--- src/hdl/ttb_pkg.sv ---
`timescale 1ns / 1ps
`default_nettype none

package ttb_pkg;

    // Request kinds carried on s_tuser
    localparam logic [2:0] REQ_FINE    = 3'd0;
    localparam logic [2:0] REQ_COARSE  = 3'd1;
    localparam logic [2:0] REQ_QCHECK  = 3'd2;
    localparam logic [2:0] REQ_LOAD    = 3'd3;
    localparam logic [2:0] REQ_TBRST   = 3'd4;
    localparam logic [2:0] REQ_TRIGGER = 3'd5;

    // Timer select for a timer load
    localparam logic [2:0] TMR_ACE      = 3'd0;
    localparam logic [2:0] TMR_BOLT     = 3'd1;
    localparam logic [2:0] TMR_BUCKET   = 3'd2;
    localparam logic [2:0] TMR_DEBOUNCE = 3'd3;
    localparam logic [2:0] TMR_INHIBIT  = 3'd4;
    localparam logic [2:0] TMR_OFFSET   = 3'd5;

    // Power-save modes (code 3 behaves as none)
    localparam logic [1:0] PS_NONE      = 2'd0;
    localparam logic [1:0] PS_IDLE_DOWN = 2'd1;
    localparam logic [1:0] PS_SIM_IDLE  = 2'd2;

    // Configuration register indexes
    localparam logic [1:0] CFG_ARS_TIME  = 2'd0;
    localparam logic [1:0] CFG_PSAVE     = 2'd1;
    localparam logic [1:0] CFG_DB_RELOAD = 2'd2;

    // Timebase constants
    localparam logic [7:0] QRTR_RELOAD     = 8'd250;
    localparam logic [7:0] QRTR_PER_MINUTE = 8'd240;
    localparam logic [7:0] QRTR_PER_15S    = 8'd60;
    localparam logic [7:0] QRTR_PER_SECOND = 8'd4;
    localparam logic [7:0] IDLE_MINUTES    = 8'd15;

    localparam int S_TDATA_W = 24;
    localparam int S_TUSER_W = 3;
    localparam int M_TDATA_W = 40;

    typedef struct packed {
        logic [2:0] req_type;
        logic [7:0] trigger_mode;
        logic [2:0] timer_index;
        logic [7:0] load_value;
    } item_t;

    typedef struct packed {
        logic [1:0] ars_delay;
        logic [1:0] powersave_mode;
        logic [7:0] debounce_reload;
    } cfg_t;

    typedef struct packed {
        logic       ars_apply;
        logic       ramp_reset;
        logic       pwr_down;
        logic       idle_request;
        logic [7:0] quarter_count;
        logic [7:0] minute_count;
    } tb_status_t;

    typedef struct packed {
        logic       trigger_request;
        logic       trigger_blocked;
        logic [7:0] tick_count;
        logic [7:0] fine_count;
        logic       debounce_busy;
    } tmr_status_t;

    // Down-count that sticks at zero
    function automatic logic [7:0] drain8(input logic [7:0] t);
        return (t != 8'd0) ? (t - 8'd1) : t;
    endfunction

endpackage

`default_nettype wire

--- src/hdl/ttb_timebase.sv ---
`timescale 1ns / 1ps
`default_nettype none

module ttb_timebase (
    input  wire logic               aclk,
    input  wire logic               aresetn,
    input  wire logic               fire,
    input  wire ttb_pkg::item_t     item,
    input  wire ttb_pkg::cfg_t      cfg,
    output ttb_pkg::tb_status_t     status
);
    import ttb_pkg::*;

    logic [7:0] qtimer_reg, qtimer_next;
    logic [7:0] qsec_reg,   qsec_next;
    logic [7:0] min_reg,    min_next;
    logic [7:0] qsec_inc;
    logic [7:0] ars_limit;
    logic       ars, ramp, pdown, idle;

    assign qsec_inc  = qsec_reg + 8'd1;
    assign ars_limit = 8'(cfg.ars_delay) * QRTR_PER_15S;

    // Timebase update for the item in flight
    always_comb begin
        qtimer_next = qtimer_reg;
        qsec_next   = qsec_reg;
        min_next    = min_reg;
        ars   = 1'b0;
        ramp  = 1'b0;
        pdown = 1'b0;
        idle  = 1'b0;
        unique case (item.req_type)
            REQ_COARSE: begin
                qtimer_next = drain8(qtimer_reg);
            end
            REQ_QCHECK: begin
                if (qtimer_reg == 8'd0) begin
                    qtimer_next = QRTR_RELOAD;
                    if (qsec_inc >= QRTR_PER_MINUTE) begin
                        min_next  = min_reg + 8'd1;
                        qsec_next = 8'd0;
                    end else begin
                        qsec_next = qsec_inc;
                    end
                    if (item.trigger_mode == 8'd0) begin
                        ars  = (cfg.ars_delay != 2'd0) && (qsec_next >= ars_limit);
                        ramp = (qsec_next >= QRTR_PER_SECOND);
                    end
                end
                // power-save checks see the counts after the quarter update
                if (cfg.powersave_mode == PS_IDLE_DOWN) begin
                    if (min_next >= IDLE_MINUTES) begin
                        pdown       = 1'b1;
                        min_next    = 8'd0;
                        qsec_next   = 8'd0;
                        qtimer_next = QRTR_RELOAD;
                    end
                    idle = (qsec_next != 8'd0) || (min_next != 8'd0);
                end else if (cfg.powersave_mode == PS_SIM_IDLE) begin
                    idle = (qsec_next != 8'd0) || (min_next != 8'd0);
                end
            end
            REQ_TBRST: begin
                min_next    = 8'd0;
                qsec_next   = 8'd0;
                qtimer_next = QRTR_RELOAD;
            end
            default: begin
            end
        endcase
    end

    always_ff @(posedge aclk) begin
        if (!aresetn) begin
            qtimer_reg <= QRTR_RELOAD;
            qsec_reg   <= 8'd0;
            min_reg    <= 8'd0;
        end else if (fire) begin
            qtimer_reg <= qtimer_next;
            qsec_reg   <= qsec_next;
            min_reg    <= min_next;
        end
    end

    assign status.ars_apply     = ars;
    assign status.ramp_reset    = ramp;
    assign status.pwr_down      = pdown;
    assign status.idle_request  = idle;
    assign status.quarter_count = qsec_next;
    assign status.minute_count  = min_next;

    // Quarter count rolls into minutes before it can reach a full minute
    a_qsec_range: assert property (@(posedge aclk) disable iff (!aresetn)
        qsec_reg < QRTR_PER_MINUTE)
        else $error("quarter count out of range");

    // ARS threshold is at least one second, so ramp reset comes with it
    a_ars_ramp: assert property (@(posedge aclk) disable iff (!aresetn)
        ars |-> ramp)
        else $error("ars without ramp reset");

    // A power down clears the timebase and leaves nothing idle
    a_pdown_clear: assert property (@(posedge aclk) disable iff (!aresetn)
        pdown |-> (qsec_next == 8'd0 && min_next == 8'd0 && !idle))
        else $error("power down left timebase counts");

endmodule

`default_nettype wire

--- src/hdl/ttb_timers.sv ---
`timescale 1ns / 1ps
`default_nettype none

module ttb_timers (
    input  wire logic               aclk,
    input  wire logic               aresetn,
    input  wire logic               fire,
    input  wire ttb_pkg::item_t     item,
    input  wire ttb_pkg::cfg_t      cfg,
    output ttb_pkg::tmr_status_t    status
);
    import ttb_pkg::*;

    logic [7:0] coarse_reg,   coarse_next;
    logic [7:0] fine_reg,     fine_next;
    logic [7:0] ace_reg,      ace_next;
    logic [7:0] bolt_reg,     bolt_next;
    logic [7:0] bucket_reg,   bucket_next;
    logic [7:0] debounce_reg, debounce_next;
    logic [7:0] inhibit_reg,  inhibit_next;
    logic       iflag_reg,    iflag_next;
    logic [7:0] offset_reg,   offset_next;
    logic       trig;

    // Timer bank update for the item in flight
    always_comb begin
        coarse_next   = coarse_reg;
        fine_next     = fine_reg;
        ace_next      = ace_reg;
        bolt_next     = bolt_reg;
        bucket_next   = bucket_reg;
        debounce_next = debounce_reg;
        inhibit_next  = inhibit_reg;
        iflag_next    = iflag_reg;
        offset_next   = offset_reg;
        trig          = 1'b0;
        unique case (item.req_type)
            REQ_FINE: begin
                fine_next = fine_reg + 8'd1;
                ace_next  = drain8(ace_reg);
                if (bolt_reg == 8'd0) begin
                    bucket_next = drain8(bucket_reg);
                end
            end
            REQ_COARSE: begin
                coarse_next   = coarse_reg + 8'd1;
                fine_next     = 8'd0;
                bolt_next     = drain8(bolt_reg);
                debounce_next = drain8(debounce_reg);
                offset_next   = drain8(offset_reg);
                // inhibit expiry releases the trigger
                if (inhibit_reg != 8'd0) begin
                    inhibit_next = inhibit_reg - 8'd1;
                    if (inhibit_reg == 8'd1) begin
                        iflag_next = 1'b0;
                    end
                end
            end
            REQ_LOAD: begin
                unique case (item.timer_index)
                    TMR_ACE:      ace_next      = item.load_value;
                    TMR_BOLT:     bolt_next     = item.load_value;
                    TMR_BUCKET:   bucket_next   = item.load_value;
                    TMR_DEBOUNCE: debounce_next = item.load_value;
                    TMR_INHIBIT: begin
                        inhibit_next = item.load_value;
                        iflag_next   = (item.load_value != 8'd0);
                    end
                    TMR_OFFSET:   offset_next   = item.load_value;
                    default: begin
                    end
                endcase
            end
            REQ_TRIGGER: begin
                if (!iflag_reg) begin
                    debounce_next = cfg.debounce_reload;
                    trig          = 1'b1;
                end
            end
            default: begin
            end
        endcase
    end

    always_ff @(posedge aclk) begin
        if (!aresetn) begin
            coarse_reg   <= 8'd0;
            fine_reg     <= 8'd0;
            ace_reg      <= 8'd0;
            bolt_reg     <= 8'd0;
            bucket_reg   <= 8'd0;
            debounce_reg <= 8'd0;
            inhibit_reg  <= 8'd0;
            iflag_reg    <= 1'b0;
            offset_reg   <= 8'd0;
        end else if (fire) begin
            coarse_reg   <= coarse_next;
            fine_reg     <= fine_next;
            ace_reg      <= ace_next;
            bolt_reg     <= bolt_next;
            bucket_reg   <= bucket_next;
            debounce_reg <= debounce_next;
            inhibit_reg  <= inhibit_next;
            iflag_reg    <= iflag_next;
            offset_reg   <= offset_next;
        end
    end

    assign status.trigger_request = trig;
    assign status.trigger_blocked = iflag_next;
    assign status.tick_count      = coarse_next;
    assign status.fine_count      = fine_next;
    assign status.debounce_busy   = (debounce_next != 8'd0);

    // The inhibit flag only stands while its timer is running
    a_iflag_timer: assert property (@(posedge aclk) disable iff (!aresetn)
        iflag_reg |-> (inhibit_reg != 8'd0))
        else $error("inhibit flag set with expired timer");

    // An accepted trigger edge is never reported as blocked
    a_trig_unblocked: assert property (@(posedge aclk) disable iff (!aresetn)
        trig |-> !iflag_next)
        else $error("trigger accepted while inhibited");

    // An accepted edge arms the debounce timer with the reload value
    a_trig_debounce: assert property (@(posedge aclk) disable iff (!aresetn)
        (fire && trig) |=> (debounce_reg == $past(cfg.debounce_reload)))
        else $error("debounce timer not loaded on trigger");

endmodule

`default_nettype wire

--- src/hdl/tick_timebase_timer_bank_top.sv ---
// Tick timebase and timer bank.
// Input channel s_*: one request per beat. s_tuser carries the request kind
// (fine tick, coarse tick, quarter check, timer load, timebase reset, trigger
// edge); s_tdata carries its arguments. Every request returns exactly one
// result beat on m_*, in order, with the event flags of that request and the
// counter status after it.
// Configuration: cfg_wr_en / cfg_addr / cfg_wdata write ars_delay (0),
// powersave_mode (1) and debounce_reload (2); other indexes are ignored.
// Write only while no request is in flight.
// Path: an accepted beat is held in the input register and, once the result
// register is empty or m_tready is high, is registered as the result on m_*.
// Throughput: one beat per cycle unless m_tready stalls; the timebase and
// timer bank update in one pass of logic between the input and result registers.
// Reset (aresetn low, synchronous) clears all counters and timers, loads the
// quarter timer with 250, clears the configuration, and empties both stages.
// When the receiver stalls, the result register holds; the input register
// still takes one more beat, then s_tready drops until m_tready returns.
`timescale 1ns / 1ps
`default_nettype none

module tick_timebase_timer_bank_top (
    input  wire logic                           aclk,
    input  wire logic                           aresetn,
    // s_tdata: trigger_mode[7:0], timer_index[10:8], load_value[18:11], zero pad
    input  wire logic [ttb_pkg::S_TDATA_W-1:0]  s_tdata,
    // s_tuser: req_type[2:0]
    input  wire logic [ttb_pkg::S_TUSER_W-1:0]  s_tuser,
    input  wire logic                           s_tvalid,
    output logic                                s_tready,
    // m_tdata: trigger_request[0], trigger_blocked[1], ars_apply[2],
    // ramp_reset[3], pwr_down[4], idle_request[5], quarter_count[13:6],
    // minute_count[21:14], tick_count[29:22], fine_count[37:30],
    // debounce_busy[38], zero pad
    output logic [ttb_pkg::M_TDATA_W-1:0]       m_tdata,
    output logic                                m_tvalid,
    input  wire logic                           m_tready,
    input  wire logic                           cfg_wr_en,
    input  wire logic [1:0]                     cfg_addr,
    input  wire logic [7:0]                     cfg_wdata
);
    import ttb_pkg::*;

    logic        in_valid_reg, in_valid_next;
    item_t       item_reg;
    logic        out_valid_reg, out_valid_next;
    logic [M_TDATA_W-1:0] out_data_reg;
    cfg_t        cfg_reg;
    logic        fire;
    logic        s_beat;
    tb_status_t  tb_status;
    tmr_status_t tmr_status;

    // Stage handshake
    assign fire   = in_valid_reg && (!out_valid_reg || m_tready);
    assign s_tready = !in_valid_reg || fire;
    assign s_beat = s_tvalid && s_tready;

    assign in_valid_next  = s_beat ? 1'b1 : (fire ? 1'b0 : in_valid_reg);
    assign out_valid_next = fire ? 1'b1 : (m_tready ? 1'b0 : out_valid_reg);

    // Configuration registers
    always_ff @(posedge aclk) begin
        if (!aresetn) begin
            cfg_reg <= '0;
        end else if (cfg_wr_en) begin
            unique case (cfg_addr)
                CFG_ARS_TIME:  cfg_reg.ars_delay       <= cfg_wdata[1:0];
                CFG_PSAVE:     cfg_reg.powersave_mode  <= cfg_wdata[1:0];
                CFG_DB_RELOAD: cfg_reg.debounce_reload <= cfg_wdata;
                default: begin
                end
            endcase
        end
    end

    // Input register
    always_ff @(posedge aclk) begin
        if (!aresetn) begin
            in_valid_reg <= 1'b0;
        end else begin
            in_valid_reg <= in_valid_next;
        end
    end

    always_ff @(posedge aclk) begin
        if (!aresetn) begin
            item_reg <= '0;
        end else if (s_beat) begin
            item_reg.req_type     <= s_tuser;
            item_reg.trigger_mode <= s_tdata[7:0];
            item_reg.timer_index  <= s_tdata[10:8];
            item_reg.load_value   <= s_tdata[18:11];
        end
    end

    ttb_timebase u_timebase (
        .aclk    (aclk),
        .aresetn (aresetn),
        .fire    (fire),
        .item    (item_reg),
        .cfg     (cfg_reg),
        .status  (tb_status)
    );

    ttb_timers u_timers (
        .aclk    (aclk),
        .aresetn (aresetn),
        .fire    (fire),
        .item    (item_reg),
        .cfg     (cfg_reg),
        .status  (tmr_status)
    );

    // Result register
    always_ff @(posedge aclk) begin
        if (!aresetn) begin
            out_valid_reg <= 1'b0;
        end else begin
            out_valid_reg <= out_valid_next;
        end
    end

    always_ff @(posedge aclk) begin
        if (fire) begin
            out_data_reg <= {1'b0,
                             tmr_status.debounce_busy,
                             tmr_status.fine_count,
                             tmr_status.tick_count,
                             tb_status.minute_count,
                             tb_status.quarter_count,
                             tb_status.idle_request,
                             tb_status.pwr_down,
                             tb_status.ramp_reset,
                             tb_status.ars_apply,
                             tmr_status.trigger_blocked,
                             tmr_status.trigger_request};
        end
    end

    assign m_tvalid = out_valid_reg;
    assign m_tdata  = out_data_reg;

    // A stalled result beat must not be overwritten
    a_no_overwrite: assert property (@(posedge aclk) disable iff (!aresetn)
        (out_valid_reg && !m_tready) |-> !fire)
        else $error("result overwritten while stalled");

    // An item waiting in the input register leaves only into the result stage
    a_in_drain: assert property (@(posedge aclk) disable iff (!aresetn)
        (in_valid_reg && !s_beat && fire) |=> (!in_valid_reg && out_valid_reg))
        else $error("input stage lost an item");

    // Each processed item produces a valid result beat next cycle
    a_fire_result: assert property (@(posedge aclk) disable iff (!aresetn)
        fire |=> out_valid_reg)
        else $error("processed item produced no result");

endmodule

`default_nettype wire
--- config.mk ---
export PLATFORM = sky130hd
export DESIGN_NAME = tick_timebase_timer_bank_top
export DESIGN_NICKNAME = d
export VERILOG_FILES = /design/src/hdl/ttb_pkg.sv /design/src/hdl/ttb_timebase.sv /design/src/hdl/ttb_timers.sv /design/src/hdl/tick_timebase_timer_bank_top.sv
export SDC_FILE = /design/constraint.sdc
export NUM_CORES = 1
export LEC_CHECK = 0
export ABC_AREA = 1
export BUFFER_PORTS_ARGS = -buffer_cell sky130_fd_sc_hd__buf_4
export CAP_MARGIN = 20
export CELL_PAD_IN_SITES_DETAIL_PLACEMENT = 0
export CELL_PAD_IN_SITES_GLOBAL_PLACEMENT = 2
export CORE_MARGIN = 3
export CORE_UTILIZATION = 34
export DETAILED_ROUTE_END_ITERATION = 8
export MAX_ROUTING_LAYER = met4
export PLACE_DENSITY_LB_ADDON = 0.1
export RECOVER_POWER = 50
export SYNTH_ARGS = -nofsm -noshare
export SYNTH_HDL_FRONTEND = slang
export SYNTH_HIERARCHICAL = 1
export SYNTH_SLANG_ARGS = --single-unit
--- constraint.sdc ---
create_clock -name aclk -period 4.95 [get_ports aclk]
set_input_delay 0.7425 -clock aclk [delete_from_list [all_inputs] [get_ports aclk]]
set_output_delay 0.7425 -clock aclk [all_outputs]
set_load 0.1 [all_outputs]
; ---- Word-level counts from Yosys, hierarchy flattened
; Cells that the tools add are included.
[classes]
add_sub_neg = 7
n_mul = 1
order_cmp = 4
n_eq_ne = 15
mux = 44
n_reduce_logical = 34
[op_table]
columns = op, n
row1 = two-way mux 8 bit, 26
row2 = nonzero test 8 bit, 9
row3 = one-hot mux 8 bit (2 select lines), 4
row4 = one-hot mux 8 bit (3 select lines), 2
row5 = "adder 8 x 1 -> 8 bit, second input constant", 4
row6 = "subtractor 8 x 1 -> 8 bit, second input constant", 3
row7 = zero test 8 bit, 2
row8 = two-way mux 1 bit, 11
row9 = "== test 3 x 2 -> 1 bit, second input constant", 3
row10 = "== test 3 bit, second input constant", 3
row11 = "== test 8 x 1 -> 1 bit, second input constant", 1
row12 = ">= comparator 8 x 3 -> 1 bit, second input constant", 1
row13 = ">= comparator 8 x 4 -> 1 bit, second input constant", 1
row14 = >= comparator 8 bit, 1
row15 = ">= comparator 8 bit, second input constant", 1
row16 = AND reduction 2 bit, 4
row17 = nonzero test 2 bit, 4
row18 = "multiplier 2 x 4 -> 6 bit, second input constant", 1
row19 = AND reduction 3 bit, 2
row20 = "== test 2 x 1 -> 1 bit, second input constant", 2
row21 = "== test 2 bit, second input constant", 2
row22 = logical OR 1 bit, 4
row23 = "inequality test 2 x 1 -> 1 bit, second input constant", 2
row24 = AND reduction 4 bit, 1
row25 = 8 further kinds, 11
[word_totals]
regBits = 132
inputBits = 42
output_inout_bits = 42
wordCells = 127

; ---- Logic depth before layout (Yosys ltp)
; Gate-level depths: netlist of the first run.
[logic_depth]
depth_word = 13
depth_mapped = 19

; ---- Modules after synthesis
; Netlist of the first run, hierarchy kept.
[modules_own_cells]
columns = module, n_inst, cells_per_inst, area_each_um2, seq_area_each_um2
row1 = tick_timebase_timer_bank_top, 1, 253, 2743.9, 1891.8
row2 = ttb_timers, 1, 469, 2683.8, 660.6
row3 = ttb_timebase, 1, 432, 2600.0, 480.5

; ---- Worst setup path after synthesis of the first run
; No wires, ideal clock.
[synth_path]
path_kind = reg2reg
from = register out_valid_reg, in the netlist m_tvalid
to = register u_timebase.qtimer_reg[0]
setup_time_ps = 119
arrival_ps = 4044
required_ps = 4831
path_slack_ps = 786
path_stages_with_launch = 9
path_buffers = 2
period_less_slack_ps = 4164
path_cell_list = dfxtp_1 > a21oi_1 > buf_2 > nand2_1 > nor2_1 > inv_1 > clkbuf_1 > a21oi_1 > a21oi_1
[synth_via]
elab_chain_len = 4
[synth_lines]
columns = element, line
row1 = start: declaration, tick_timebase_timer_bank_top.sv:45  ; logic out_valid_reg, out_valid_next;
row2 = start signal: assignment, tick_timebase_timer_bank_top.sv:119  ; out_valid_reg <= out_valid_next;
row3 = zero test 1 bit, tick_timebase_timer_bank_top.sv:54  ; assign fire = in_valid_reg && (!out_valid_reg || m_tready);
row4 = logical OR 1 bit, tick_timebase_timer_bank_top.sv:54
row5 = logical AND 1 bit, tick_timebase_timer_bank_top.sv:54
row6 = net fire, tick_timebase_timer_bank_top.sv:48  ; logic fire;
row7 = AND reduction 3 bit (no source line), -
row8 = end signal: assignment, ttb_timebase.sv:80  ; qtimer_reg <= qtimer_next;
row9 = end: declaration, ttb_timebase.sv:14  ; logic [7:0] qtimer_reg, qtimer_next;
; The timed path passes the listed nets, and every way through them passes these cells.
; A chain may end at the register's enable or synchronous reset.

; ---- Worst setup path in the final report of the first run
[layout_path]
from = input m_tready
to = register u_timers.fine_reg[3]
[layout_via]
elab_chain_len = 2
[layout_lines]
columns = element, line
row1 = start: declaration, tick_timebase_timer_bank_top.sv:36  ; input wire logic m_tready,
row2 = logical OR 1 bit, tick_timebase_timer_bank_top.sv:54
row3 = logical AND 1 bit, tick_timebase_timer_bank_top.sv:54
row4 = net fire, tick_timebase_timer_bank_top.sv:48
row5 = end signal: assignment, ttb_timers.sv:98  ; fine_reg <= fine_next;
row6 = end: declaration, ttb_timers.sv:15  ; logic [7:0] fine_reg, fine_next;
; The timed path passes the listed nets, and every way through them passes these cells.

==> results.yml, run 1 <==
timing:
  timing.fmax_mhz: 277
  post-route-min-period_ns: 3.61
  report.final.setup_viol: 0
  final.setup.tns_ns: 0
  slew-limit-headroom_pct: -55.1
  grt_setup_unrepaired: "no"
  worst_slew_pin_slew_ns: 2.33
  final.period_utilization_pct: 72.9
  final.setup_skew_ns: 0.0114
  hold_viol: 0
  slew_viol_final: 114
run_status:
  run_status: "complete, but fails checks"
  failing_checks: "capacitance limit, slew limit"
global_route:
  track_usage_pct: 17.6
  antenna_violations_before_repair: 0
  grt_max_degree: 47
  grt_overflow: 0
  global_route_wire_length_before_repair_um: 35700
  first_global_vias: 6741
finish:
  final_cell_count_no_fill: 1531
  num-fill-cells: 2509
  drive_gt1_share_pct: 12.5
  largest_register_ff_count: 39
  diodes: 0
  final_net_count: 1266
  flow.area_growth_from_synthesis_pct: 15.2
  multi_input_area_sq_mm: 0.00404
  ff_latch_area_sq_mm: 0.00303
place:
  numPortBuffers: 77
  dpl.cell_count: 1499
  routabilityCongestion: 0.814
  post-dp-hpwl_um: 15100
power:
  share_seq_of_total_power_pct: 39.4
  p_switching_w: 0.000974
  p_leak_nw: 4.30
  power.density_cell_area_mw_per_mm2: 342
  power.combinational.fraction_pct: 18.1
  power.share.switching_pct: 30.8
  design_power_total_w: 0.00316
  peakVddDrop_mv: 0.162
  clkPwrFrac_pct: 42.5
  internal-power_w: 0.00219
floorplan:
  design.die.area_sq_mm: 0.0255
  placeable_core_region_sq_mm: 0.0229
  effective_utilization_at_floorplan_pct: 35.0
  io_pins: 84
  row_count: 55
  die_w_um: 160
  fp.dieH_um: 160
clock_tree:
  clock_tree.htree_level_count: 4
  cts_post_setup_buffers_inserted: 0
  cts-root-buf: "clkbuf_16"
  tritoncts_buffer_count: 17
  resized_after_cts: 0
  numClockSinks: 132
  clock_tree.buffer_depth: 2
  worstSkewPairLatency_ns: 0.42
  clock_tree_from_tritoncts: "yes"
  clock_pin_slew_reported_for_the_worst_setup_and_hold_paths_after_clock_tree_synthesis_ns: 0.06
  cts_hold_repair.buffers: 0
drt:
  dr_total_vias: 7162
  drt.antenna.violating_nets: 0
  drcViolationCount: 0
  wire_per_inst_um: 14.0
  totalWireLength_um: 21500
  drtPass1Iterations: 5
  drt-initial-drc-count: 404
  viasPerCell: 4.68
synth:
  part_of_the_yosys_area_used_for_sequential_elements_pct: 37.8
  average_size_of_a_mapped_cell_sq_um: 6.96
  yosysUniqueCellTypes: 48
  yosys_reg_bits: 132
  synth.area.top_cells: "dfxtp_1, edfxtp_1, nand2_1, inv_1, a21oi_1"
  syn_area_sq_mm: 0.00803
  synthDominantAreaCellType: "dfxtp_1"
  synth_top_cell_area_share_pct: 23.2
  syn-instance-count: 1154
  post_synthesis_net_count: 1215
  synth.yosys.warnings: 6
worst_setup_path:
  critPathKind: "input port to flop"
  cp_data_required_time_ns: 5.31
  worst-path-max-fanout: 32
  kind_of_end_point_of_the_critical_path: "flop"
  worstPathArrival_ns: 3.96
  cp-start-kind: "input port"
min_path:
  min_path_type: "flop to flop"
job:
  maxCapViolations: 3
## cell usage after synthesis (all sizes together)
cell type	count
o22ai	3
buf	34
ha	19
nand2	328
edfxtp	39
o21bai	1
inv	164
nor2	110
dfxtp	93
a21o	1
xor2	13
o32ai	1
and3	1
clkbuf	15
nand3b	2
o31ai	1
conb	1
nor4	5
nor3	14
nand4	28
clkinv	4
a31oi	4
o211ai	1
a21oi	110
or2	3
nand3	95
o21ai	61
a211oi	3
## placed cells by master, fill, tap and decap left out, types with 5 or more instances in the layout
cell type / synthesis / final
ha_1: 19 / 19
nand2_4: 14 / 13
nand3_2: 16 / 16
inv_1: 159 / 159
xor2_1: 13 / 13
clkbuf_1: 14 / 23
nand4_1: 27 / 27
nor3_1: 12 / 13
clkbuf_16: 0 / 18
o21ai_1: 5 / 5
o21ai_0: 56 / 56
nor2_1: 99 / 100
buf_4: 8 / 59
nand3_1: 78 / 78
nor4_1: 5 / 5
nand2_1: 305 / 306
edfxtp_1: 39 / 39
nor2_2: 7 / 7
dfxtp_1: 93 / 93
a21oi_1: 106 / 106
nand2_2: 9 / 9
## per-stage QoR
stage          utilization (%)  hold slack [ns]  instance area (sq um)  worst slack [ns]
2_1_floorplan                -            0.439                   8030             0.786
3_3_place_gp              38.1            0.453                   8740              1.91
3_5_place_dp              38.1            0.457                   8740              1.95
4_1_cts                   40.8            0.467                   9360              1.92
5_1_grt                   40.4            0.480                   9250             0.824
6_report                  40.4            0.464                   9250              1.34
## final cells by class
class                   count  area share [%]
multi-input cells         805            43.7
flip-flops and latches    132            32.8
inverters                 168            6.85
repair buffers             81            5.72
clock buffers              21            5.10
well taps                 313            4.23
clock inverters            11            1.61
## kinds of logic after synthesis
kind of cell / synth area share, %
buf+inv: 11.6
fa+ha+maj: 2.96
other cells: 0.0467
compound gates: 12.2
xor+xnor: 1.42
flops: 37.8
simple gates: 34.0
## routing by layer
| layer | track usage (%) | vias to the layer above | share of wire, % |
|---|---|---|---|
| met1 | 25.3 | 3193 | 53 |
| met5 | - | - | 0 |
| met4 | 3.86 | 0 | 0.75 |
| met3 | 3.11 | 13 | 4.0 |
| met2 | 25.8 | 127 | 42 |
| li1 | - | 3829 | - |
## final timing paths
| check | from | endpoint | slack, ns | cells past startpoint |
|---|---|---|---|---|
| max | m_tready | u_timers/fine_reg[3]$_SDFFE_PN0P_ | 1.34 | 8 |
| min | cfg_reg[0]$_SDFFE_PN0P_ | cfg_reg[0]$_SDFFE_PN0P_ | 0.46 | 2 |
| min reg2reg | cfg_reg[0]$_SDFFE_PN0P_ | cfg_reg[0]$_SDFFE_PN0P_ | 0.46 | 2 |
| max reg2reg | in_valid_reg$_SDFFE_PN0P_ | u_timers/fine_reg[3]$_SDFFE_PN0P_ | 1.41 | 7 |
## worst max-delay path, stage by stage
cell and delay [ns]:
clkbuf_4 0.10, inv_1 0.07, a21oi_1 0.42, clkbuf_1 1.15
inv_1 0.93, a21oi_1 0.32, o21ai_0 0.12, inv_1 0.08
## power by group through the flow
stage          combinational (W)  sequential (W)  clock, W
2_1_floorplan           0.000335         0.00137         0
5_1_grt                 0.000645         0.00126   0.00142
6_report                0.000571         0.00125   0.00134
4_1_cts                 0.000584         0.00125   0.00138
3_5_place_dp            0.000583         0.00127         0
3_3_place_gp            0.000583         0.00127         0
Power figures use the tool's default switching activity.
==> run 2: changes to the inputs <==
--- a/config.mk
+++ b/config.mk
@@ -11,7 +11,7 @@
 export CELL_PAD_IN_SITES_DETAIL_PLACEMENT = 0
 export CELL_PAD_IN_SITES_GLOBAL_PLACEMENT = 2
 export CORE_MARGIN = 3
-export CORE_UTILIZATION = 34
+export CORE_UTILIZATION = 30
 export DETAILED_ROUTE_END_ITERATION = 8
 export MAX_ROUTING_LAYER = met4
 export PLACE_DENSITY_LB_ADDON = 0.1
==> constraint.sdc (replaced) <==
create_clock -name aclk -period 3.1 [get_ports aclk]
set_input_delay 0.465 -clock aclk [delete_from_list [all_inputs] [get_ports aclk]]
set_output_delay 0.465 -clock aclk [all_outputs]
set_load 0.1 [all_outputs]
==> run 2 against run 1 <==
Compared with the run above: the run now ends clean; power is 58% higher; sequential share of layout area is essentially flat; clock power up 57%; setup slack lost 0.96 ns; sequential power increased by 59%; non-clock buffer count up 10; critical path depth rose by 1; clock skew increased by 0.0027 ns; cell area hardly changed; clock-buffer cell count fell by 4; combinational power up 60%; largest power group unchanged.
==> results.yml, run 2 (synthesized netlist as in run 1, its figures left out) <==
floorplan:
  placeable_core_region_sq_mm: 0.0262
  die_w_um: 170
  effective_utilization_at_floorplan_pct: 30.6
  io_pins: 84
  design.die.area_sq_mm: 0.0288
  fp.dieH_um: 170
  row_count: 59
drt:
  dr_total_vias: 7270
  wire_per_inst_um: 14.4
  drcViolationCount: 0
  viasPerCell: 4.65
  drtPass1Iterations: 6
  totalWireLength_um: 22500
  drt-initial-drc-count: 405
  drt.antenna.violating_nets: 0
worst_setup_path:
  cp_data_required_time_ns: 3.40
  timing.critical_path.slowest_cell_delay_ns: 0.67
  timing.rr.end: "m_tdata[38]$_DFFE_PP_"
  setup_slack_reg_to_reg_ns: 0.39
  worst_r2r_path_depth: 9
  worst_setup_path_endpoint: "m_tdata[38]$_DFFE_PP_"
  timing.rr.start: "item_reg[20]$_SDFFE_PN0P_"
  kind_of_end_point_of_the_critical_path: "flop"
  crit_path_frequent_cell: "nand2_1"
  worst-path-max-fanout: 10
  worstPathArrival_ns: 3.01
  setup.worst_path.start: "item_reg[20]$_SDFFE_PN0P_"
  critical_path.cell_chain: "nor2_1 > nand2_1 > nor2_1 > nand2_1 > nand2_1 > nand2_1 > nand2_1 > nor2_1 > nand2_1"
  critical_path.top_delay_family: "simple AND/OR/NAND/NOR gates"
  cp_num_cells: 9
  critical-path-slowest-cell: "nor2_1"
  critPathKind: "flop to flop"
  worst-path-buf-inv: 0
  cp-start-kind: "flop"
global_route:
  global_route_wire_length_before_repair_um: 36700
  track_usage_pct: 16.4
  first_global_vias: 6889
  grt_max_degree: 46
  antenna_violations_before_repair: 0
  grt_overflow: 0
clock_tree:
  cts_hold_repair.buffers: 0
  clock_pin_slew_reported_for_the_worst_setup_and_hold_paths_after_clock_tree_synthesis_ns: 0.06
  cts-root-buf: "clkbuf_16"
  clock_tree_from_tritoncts: "yes"
  resized_after_cts: 0
  numClockSinks: 132
  cts_post_setup_buffers_inserted: 0
  worstSkewPairLatency_ns: 0.43
  tritoncts_buffer_count: 17
  clock_tree.buffer_depth: 2
  clock_tree.htree_level_count: 4
timing:
  slew-limit-headroom_pct: 12.4
  worst_slew_pin_slew_ns: 1.31
  grt_setup_unrepaired: "no"
  report.final.setup_viol: 0
  slew_viol_final: 0
  final.setup.tns_ns: 0
  final.setup_skew_ns: 0.0140
  final.period_utilization_pct: 87.5
  timing.fmax_mhz: 369
  post-route-min-period_ns: 2.71
  hold_viol: 0
place:
  dpl.cell_count: 1531
  numPortBuffers: 77
  routabilityCongestion: 0.798
  post-dp-hpwl_um: 15900
finish:
  num-fill-cells: 2866
  final_net_count: 1276
  flow.area_growth_from_synthesis_pct: 15.1
  largest_register_ff_count: 39
  diodes: 0
  layout_commonest_cell: "nand2_1"
  drive_gt1_share_pct: 11.6
  final_cell_count_no_fill: 1563
  layout_common_cells: "nand2_1, inv_1, a21oi_1"
power:
  power.share.switching_pct: 33.0
  p_leak_nw: 4.25
  p_switching_w: 0.00165
  share_seq_of_total_power_pct: 39.8
  peakVddDrop_mv: 0.290
  internal-power_w: 0.00335
  power.density_cell_area_mw_per_mm2: 542
  power.combinational.fraction_pct: 18.2
  clkPwrFrac_pct: 42.0
job:
  maxCapViolations: 0
min_path:
  min_path_type: "input port to flop"
run_status:
  run_status: "complete, no violations"
[run 2: changes by cell type in the layout (fill, tap and decap cells not counted), sizes merged]
cell / change
buf: -13
bufinv: -1
clkbuf: +19
clkinv: -1
inv: +6
[run 2: layer usage]
metal | up-vias | wire length, um | track usage (%) | part of all wire, %
met5 | - | 0 | - | 0
met1 | 3317 | 11800 | 23.1 | 52
met2 | 100 | 9780 | 24.6 | 44
met3 | 13 | 751 | 2.94 | 3.3
met4 | 0 | 176 | 3.63 | 0.78
li1 | 3840 | - | - | -
[run 2: area by class of cell]
type | instances | area (sq um) | area share (%)
Clock buffer | 17 | 425 | 4.60
Multi-Input combinational cell | 805 | 4050 | 43.8
Timing Repair Buffer | 91 | 517 | 5.59
Tap cell | 335 | 419 | 4.54
Inverter | 168 | 633 | 6.85
Clock inverter | 15 | 169 | 1.83
Sequential cell | 132 | 3030 | 32.8
[run 2: power by group through the flow]
stage	sequential (W)	clock [W]	combinational [W]
after global routing	0.00201	0.00226	0.00103
after floorplan	0.00219	0	0.000536
after CTS	0.00199	0.00218	0.000949
final	0.00199	0.00210	0.000911
after detailed placement	0.00203	0	0.000947
after global placement	0.00203	0	0.000949
[run 2: worst min-delay path by stage]
stage / slack, ns / depth (start not counted) / startpoint / to
after CTS: 0.32 / 3 / cfg_wdata[0] / cfg_reg[10]$_SDFFE_PN0P_
after global placement: 0.46 / 2 / cfg_reg[8]$_SDFFE_PN0P_ / cfg_reg[8]$_SDFFE_PN0P_
after floorplan: 0.44 / 2 / cfg_reg[0]$_SDFFE_PN0P_ / cfg_reg[0]$_SDFFE_PN0P_
final: 0.33 / 3 / cfg_wdata[0] / cfg_reg[10]$_SDFFE_PN0P_
after global routing: 0.33 / 3 / cfg_wdata[3] / cfg_reg[3]$_SDFFE_PN0P_
after detailed placement: 0.46 / 2 / cfg_reg[8]$_SDFFE_PN0P_ / cfg_reg[8]$_SDFFE_PN0P_
[run 2: metrics by stage]
step	hold slack (ns)	utilization, %	area [sq um]	power [W]	worst slack [ns]
floorplan	0.439	-	8040	0.00272	0.370
global placement	0.457	33.7	8840	0.00298	0.427
detailed placement	0.456	33.7	8840	0.00298	0.436
CTS	0.320	36.0	9430	0.00512	0.419
global route	0.327	35.3	9240	0.00529	0.137
finish	0.334	35.3	9240	0.00500	0.388
[run 2: worst reg2reg max path, cell delays in order (launching register included)]
cell and delay, ns:
dfxtp_1 0.41, nor2_1 0.67, nand2_1 0.55, nor2_1 0.49
nand2_1 0.11, nand2_1 0.08, nand2_1 0.06, nand2_1 0.10
nor2_1 0.06, nand2_1 0.05
==> run 3: changes to the inputs <==
--- a/config.mk
+++ b/config.mk
@@ -6,7 +6,7 @@
 export NUM_CORES = 1
 export LEC_CHECK = 0
 export ABC_AREA = 1
-export BUFFER_PORTS_ARGS = -buffer_cell sky130_fd_sc_hd__buf_4
+export BUFFER_PORTS_ARGS = -buffer_cell sky130_fd_sc_hd__buf_2
 export CAP_MARGIN = 20
 export CELL_PAD_IN_SITES_DETAIL_PLACEMENT = 0
 export CELL_PAD_IN_SITES_GLOBAL_PLACEMENT = 2
==> run 3 against run 2 <==
Compared with the run above: the run now ends with capacitance limit, slew limit left; cell area down 0.64%; setup slack better by 0.0042 ns; clock skew up 0.0024 ns; combinational power down 0.8%; sequential power about the same; clock-buffer cell count unchanged.
==> results.yml, run 3 (synthesized netlist as in run 1, its figures left out) <==
floorplan:
  effective_utilization_at_floorplan_pct: 30.6
  die_w_um: 170
  placeable_core_region_sq_mm: 0.0262
  io_pins: 84
  row_count: 59
  fp.dieH_um: 170
  design.die.area_sq_mm: 0.0288
clock_tree:
  worstSkewPairLatency_ns: 0.42
  cts_hold_repair.buffers: 0
  resized_after_cts: 0
  clock_tree_from_tritoncts: "yes"
  clock_pin_slew_reported_for_the_worst_setup_and_hold_paths_after_clock_tree_synthesis_ns: 0.06
  clock_tree.htree_level_count: 4
  numClockSinks: 132
  cts-root-buf: "clkbuf_16"
  clock_tree.buffer_depth: 2
  tritoncts_buffer_count: 17
  cts_post_setup_buffers_inserted: 0
worst_setup_path:
  crit_path_frequent_cell: "a21oi_1"
  worstPathArrival_ns: 3.01
  cp-start-kind: "flop"
  kind_of_end_point_of_the_critical_path: "flop"
  worst-path-buf-inv: 2
  worst-path-max-fanout: 31
  critical_path.cell_chain: "inv_1 > a21oi_1 > clkbuf_2 > nand2_2 > nor2_4 > nand2_4 > o21ai_0 > a21oi_1"
  critical_path.top_delay_family: "compound AO/OA/AOI/OAI gates"
  critical-path-slowest-cell: "a21oi_1"
  cp_data_required_time_ns: 3.40
  timing.critical_path.slowest_cell_delay_ns: 0.73
  critPathKind: "flop to flop"
timing:
  worst_slew_pin_slew_ns: 1.84
  report.final.setup_viol: 0
  hold_viol: 0
  final.setup_skew_ns: 0.0164
  final.setup.tns_ns: 0
  slew-limit-headroom_pct: -22.6
  post-route-min-period_ns: 2.71
  slew_viol_final: 38
  final.period_utilization_pct: 87.3
  post-route-worst-setup-slack_ns: 0.393
  timing.fmax_mhz: 369
  grt_setup_unrepaired: "no"
place:
  post-dp-hpwl_um: 16100
  routabilityCongestion: 0.807
  dp_worst_setup_slack_ns: 0.429
  detailed_place.area_sq_mm: 0.00865
  numPortBuffers: 77
  dpl.cell_count: 1531
drt:
  drcViolationCount: 0
  totalWireLength_um: 22500
  drt.antenna.violating_nets: 0
  drt-initial-drc-count: 502
  viasPerCell: 4.63
  wire_per_inst_um: 14.4
  dr_total_vias: 7235
  drtPass1Iterations: 5
run_status:
  failing_checks: "capacitance limit, slew limit"
  run_status: "complete, but fails checks"
finish:
  flow.area_growth_from_synthesis_pct: 14.4
  diodes: 0
  layout_common_cells: "nand2_1, inv_1, a21oi_1"
  final_cell_count_no_fill: 1563
  layout_commonest_cell: "nand2_1"
  largest_register_ff_count: 39
  final_net_count: 1276
  drive_gt1_share_pct: 11.8
  num-fill-cells: 2889
  post-route-cell-area_sq_mm: 0.00918
global_route:
  antenna_violations_before_repair: 0
  grt_max_degree: 46
  global_route_wire_length_before_repair_um: 37300
  first_global_vias: 6981
  track_usage_pct: 16.6
  grt_overflow: 0
power:
  power.density_cell_area_mw_per_mm2: 550
  p_leak_nw: 4.24
  design_power_total_w: 0.00505
  peakVddDrop_mv: 0.254
job:
  maxCapViolations: 1
min_path:
  min_path_type: "input port to flop"
-- run 3: worst paths after layout --
kind              cells past startpoint                              endpoint                       from  slack [ns]
setup / recovery                      8  u_timers/inhibit_reg[1]$_SDFFE_PN0P_  in_valid_reg$_SDFFE_PN0P_        0.39
hold / removal                        3               cfg_reg[4]$_SDFFE_PN0P_               cfg_wdata[4]        0.33
setup reg to reg                      8  u_timers/inhibit_reg[1]$_SDFFE_PN0P_  in_valid_reg$_SDFFE_PN0P_        0.39
hold reg to reg                       2               cfg_reg[8]$_SDFFE_PN0P_    cfg_reg[8]$_SDFFE_PN0P_        0.46
-- run 3: report_power, final --
part / switching [W] / internal (W)
logic: 0.000659 / 0.000245
registers: 0.0000984 / 0.00189
clock network: 0.000867 / 0.00129
total: 0.00162 / 0.00342
-- run 3: stage by stage --
stage	utilization, %	hold WS (ns)
floorplan	-	0.439
global placement	33.0	0.456
detailed placement	33.0	0.458
CTS	35.4	0.304
global route	35.0	0.312
finish	35.0	0.331
-- run 3: layout make-up --
cell class / instances / area (sq um) / share of cell area (%)
Inverter: 168 / 633 / 6.89
Multi-Input combinational cell: 805 / 4050 / 44.1
Timing Repair Buffer: 91 / 432 / 4.70
Sequential cell: 132 / 3030 / 33.0
Tap cell: 335 / 419 / 4.56
Clock buffer: 17 / 425 / 4.63
Clock inverter: 15 / 193 / 2.10
-- run 3: tightest hold or removal path: cells and delay by family --
family                 cells  cell delay [ns]
AO/OA/AOI/OAI              1             0.06
buffers and inverters      1             0.10
AND/OR/NAND/NOR            1             0.07
-- run 3: routing by layer --
layer	up-vias	wire (um)	track usage (%)
met5	-	0	-
met4	0	218	4.02
met3	11	771	2.87
met2	121	9770	24.7
met1	3251	11800	23.6
li1	3852	-	-
